File: src/design/sacc_ram.sv
`timescale 1ns / 1ps
// Generic synchronous RAM: one write port, one read port, registered read data.
// No dependencies.
module sacc_ram #(
   parameter int WIDTH = 8,
   parameter int DEPTH = 256
) (
   input  logic                                     clock,
   input  logic                                     we,
   input  logic [(DEPTH > 1 ? $clog2(DEPTH) : 1)-1:0] waddr,
   input  logic [WIDTH-1:0]                         wdata,
   input  logic [(DEPTH > 1 ? $clog2(DEPTH) : 1)-1:0] raddr,
   output logic [WIDTH-1:0]                         rdata
);
   logic [WIDTH-1:0] mem_ff [DEPTH];
   logic [WIDTH-1:0] rdata_ff;

   always_ff @(posedge clock) begin
      if (we) begin
         mem_ff[waddr] <= wdata;
      end
      rdata_ff <= mem_ff[raddr];
   end

   assign rdata = rdata_ff;
endmodule

File: config.mk
export PLATFORM = sky130hd
export DESIGN_NAME = sacc_ram
export DESIGN_NICKNAME = d
export VERILOG_FILES = /design/src/design/sacc_ram.sv
export SDC_FILE = /design/constraint.sdc
export NUM_CORES = 2
export LEC_CHECK = 0
export BUFFER_PORTS_ARGS = -buffer_cell sky130_fd_sc_hd__buf_4
export CORE_MARGIN = 4
export CORE_UTILIZATION = 45
export DETAILED_ROUTE_END_ITERATION = 10
export PLACE_DENSITY = 0.69
export SLEW_MARGIN = 25
export SYNTH_ARGS = -nofsm -noshare
export SYNTH_HDL_FRONTEND = slang
export SYNTH_SLANG_ARGS = --single-unit
File: constraint.sdc
create_clock -name clock -period 2.8 [get_ports clock]
set_input_delay 0.7 -clock clock [delete_from_list [all_inputs] [get_ports clock]]
set_output_delay 0.7 -clock clock [all_outputs]
set_load 0.01 [all_outputs]
==> impl_metrics.json <==
{
  "status": "completed",
  "final_cells": 6953,
  "syn_to_final_growth_pct": 18.46,
  "power.density_nw_per_um2": 676.5,
  "dp_cells": 6574,
  "reg2reg_depth": 6,
  "antenna_found_initial": 7,
  "peakVddDrop_v": 0.0006816,
  "syn_inst": 3733,
  "crit_slowest_cell": "mux4_1",
  "end_kind": "flop",
  "place_hpwl_mm": 127.5,
  "maxSlewViolCount": 0,
  "place.gp.congestion": 0.8549,
  "overflow": 0,
  "yosys_warnings": 0,
  "worst-slew-pin-transition_ps": 870.2,
  "drtPass1Iterations": 5,
  "hp-class": "primary input to flop",
  "ant_nets": 0,
  "synth_area_per_cell_um2": 21.31,
  "synth.top_cell.area_share": 0.7730,
  "place_ws_ps": -1190,
  "vias": 41177,
  "ys_types": 55,
  "cp-start-kind": "primary input",
  "grt_first_pass_wirelength_mm": 288.1,
  "synthFlopType": "edfxtp_1",
  "htreeDepth": 4,
  "core_area_um2": 175900,
  "crit_chain": "buf_8 > buf_12 > buf_4 > mux4_1 > mux4_2 > nor2_1 > a2111oi_1 > nor3_1 > buf_4 > nor4_1",
  "crit_required_ps": 3500,
  "cts_tree": "built",
  "grt_usage": 0.2131,
  "p_leak_uw": 0.03050,
  "cp.arrival_ps": 3440,
  "io_buffers": 33,
  "cap_violations": 0,
  "synth_top_area_cell": "edfxtp_1",
  "ys_ff_latch": 2056,
  "min_delay_path_depth": 1,
  "netlist_area_um2": 79560,
  "final_common_cell": "edfxtp_1",
  "dieArea_um2": 183600,
  "critPathKind": "primary input to flop",
  "clk_latency_ps": 840,
  "fmax_ghz": 0.3657,
  "routedWlPerCell_um": 28.28,
  "slew_headroom": 0.4177,
  "viasPerCell": 5.922,
  "io_pins": 34,
  "fin_ws_ps": 65.29,
  "grt_pass1_vias": 41416,
  "netlist_top_cells_area": "edfxtp_1 (77%), mux4_2 (13%), mux2i_1 (1.7%), nor2_1 (1.3%), a22oi_1 (1.3%)",
  "wirelength_mm": 196.6,
  "cp_max_fo": 24,
  "die_y_um": 428.5,
  "grt_max_degree": 110,
  "postCtsSetupBuffers": 0,
  "synth-edff-count": 2048,
  "drc_errors": 0,
  "slowest_delay_ps": 530,
  "hold_violations": 0,
  "drive_gt1_frac": 0.3240,
  "nFillCells": 13080,
  "skew_ps": 46.61,
  "nets": 4462,
  "initial_core_util": 0.4522,
  "path_clk_slew_ps": 60,
  "min_period_ps": 2735,
  "syn-num-nets": 3759,
  "die_w_um": 428.5,
  "layout_common_cells": "edfxtp_1 (2048), buf_4 (639), mux4_2 (454)",
  "clock_path_buffers": 3,
  "cts_root_buffer": "clkbuf_16",
  "rows": 154,
  "crit_top_cell": "buf_4",
  "seq_area_frac_synth": 0.7750,
  "clock_sinks": 2056,
  "finalSetupViolCount": 0,
  "cts_buffers": 200,
  "period_share": 0.9767,
  "initialDrtViolationCount": 5602,
  "synth-async-reset-ratio": 0
}
-- kinds of logic (layout without fill, tap and decap cells) --
family | count (synthesis) | after routing | synth area share
DFF | 2056 | 2056 | 0.7750
other | 0 | 5 | 0
AOI/OAI and AO/OA | 385 | 385 | 0.03419
and+or+nand+nor | 466 | 466 | 0.02628
muxes | 591 | 591 | 0.1462
buffers and inverters | 235 | 1110 | 0.01831
-- routing by layer --
metal  up-vias  wire length (um)  track usage  share of wire
met2      2077             95720       0.3391           0.49
met1     21659             77130       0.2998           0.39
met3       303             17540      0.04082          0.089
met4         0              6210      0.06996          0.032
met5         -                 0            0              0
li1      17138                 -            -              -
-- critical path, delay by kind of cell --
kind                   cells  cell delay, ps
AND/OR/NAND/NOR            3             790
AO/OA/AOI/OAI              1             120
multiplexers               2             990
buffers and inverters      4             840
-- final timing paths --
check	start	endpoint	slack, ps
setup / recovery	raddr[0]	rdata[1]	70
hold / removal	wdata[0]	mem_ff[160][0]	310
setup reg to reg	mem_ff[83][7]	rdata[7]	210
hold reg to reg	mem_ff[33][5]	rdata[5]	1100
-- flip-flops by register name (all words and copies together) (netlist names) --
register and cells:
mem_ff 2048, rdata 8
-- through the flow --
step | setup TNS [ps] | instance area [um2] | hold WS [ps] | util | total power, uW
2_1_floorplan | 0 | 79560 | 769.9 | - | 36260
3_3_place_gp | -7060 | 87710 | 1057 | 0.4986 | 38110
6_report | 0 | 94240 | 311.9 | 0.5357 | 63750
5_1_grt | -0.1215 | 94230 | 285.4 | 0.5357 | 65710
3_5_place_dp | -7051 | 87720 | 1095 | 0.4986 | 38160
4_1_cts | 0 | 94180 | 260.5 | 0.5354 | 64130
-- final cells by class --
class | count | area (um2) | area share
repair buffers | 734 | 6640 | 0.07046
diodes | 5 | 12.51 | 0.0001328
inverters | 2 | 7.507 | 0.00007966
flip-flops and latches | 2056 | 61660 | 0.6543
clock inverters | 134 | 1277 | 0.01356
clock buffers | 240 | 5165 | 0.05481
multi-input cells | 1442 | 16550 | 0.1756
well taps | 2340 | 2928 | 0.03107
-- cells in the mapped netlist (5+ instances only) --
master and n:
buf_1 22, o22ai_1 28, a21oi_1 96, a22o_1 8
edfxtp_1 2048, dfxtp_1 8, o21ai_0 10, and2_1 6
o211ai_1 10, nand2b_1 8, nor2_1 282, o22a_1 5
o221ai_1 46, nand4_1 10, nor2b_1 31, nand2_1 33
mux4_2 454, clkbuf_1 111, buf_8 13, a22oi_1 133
buf_2 31, mux2i_1 134, nand3_1 34, nor3_1 22
buf_6 21, nor4_1 24, a221oi_1 13, a211oi_1 16
buf_12 8, buf_4 27
-- power by group --
group          switching, uW  internal [uW]  leakage [uW]  total [uW]
Combinational           2080           1450       0.00892        3540
Clock                  11400          14800       0.00311       26200
Sequential              60.5          33900        0.0185       34000
-- repair_timing --
item	in CTS	in global routing
endpoints found under the setup margin	3	5
hold buffers	0	0
gates resized for setup	3	7
cloned	0	0
No activity file was read; power rests on OpenSTA's default activity.
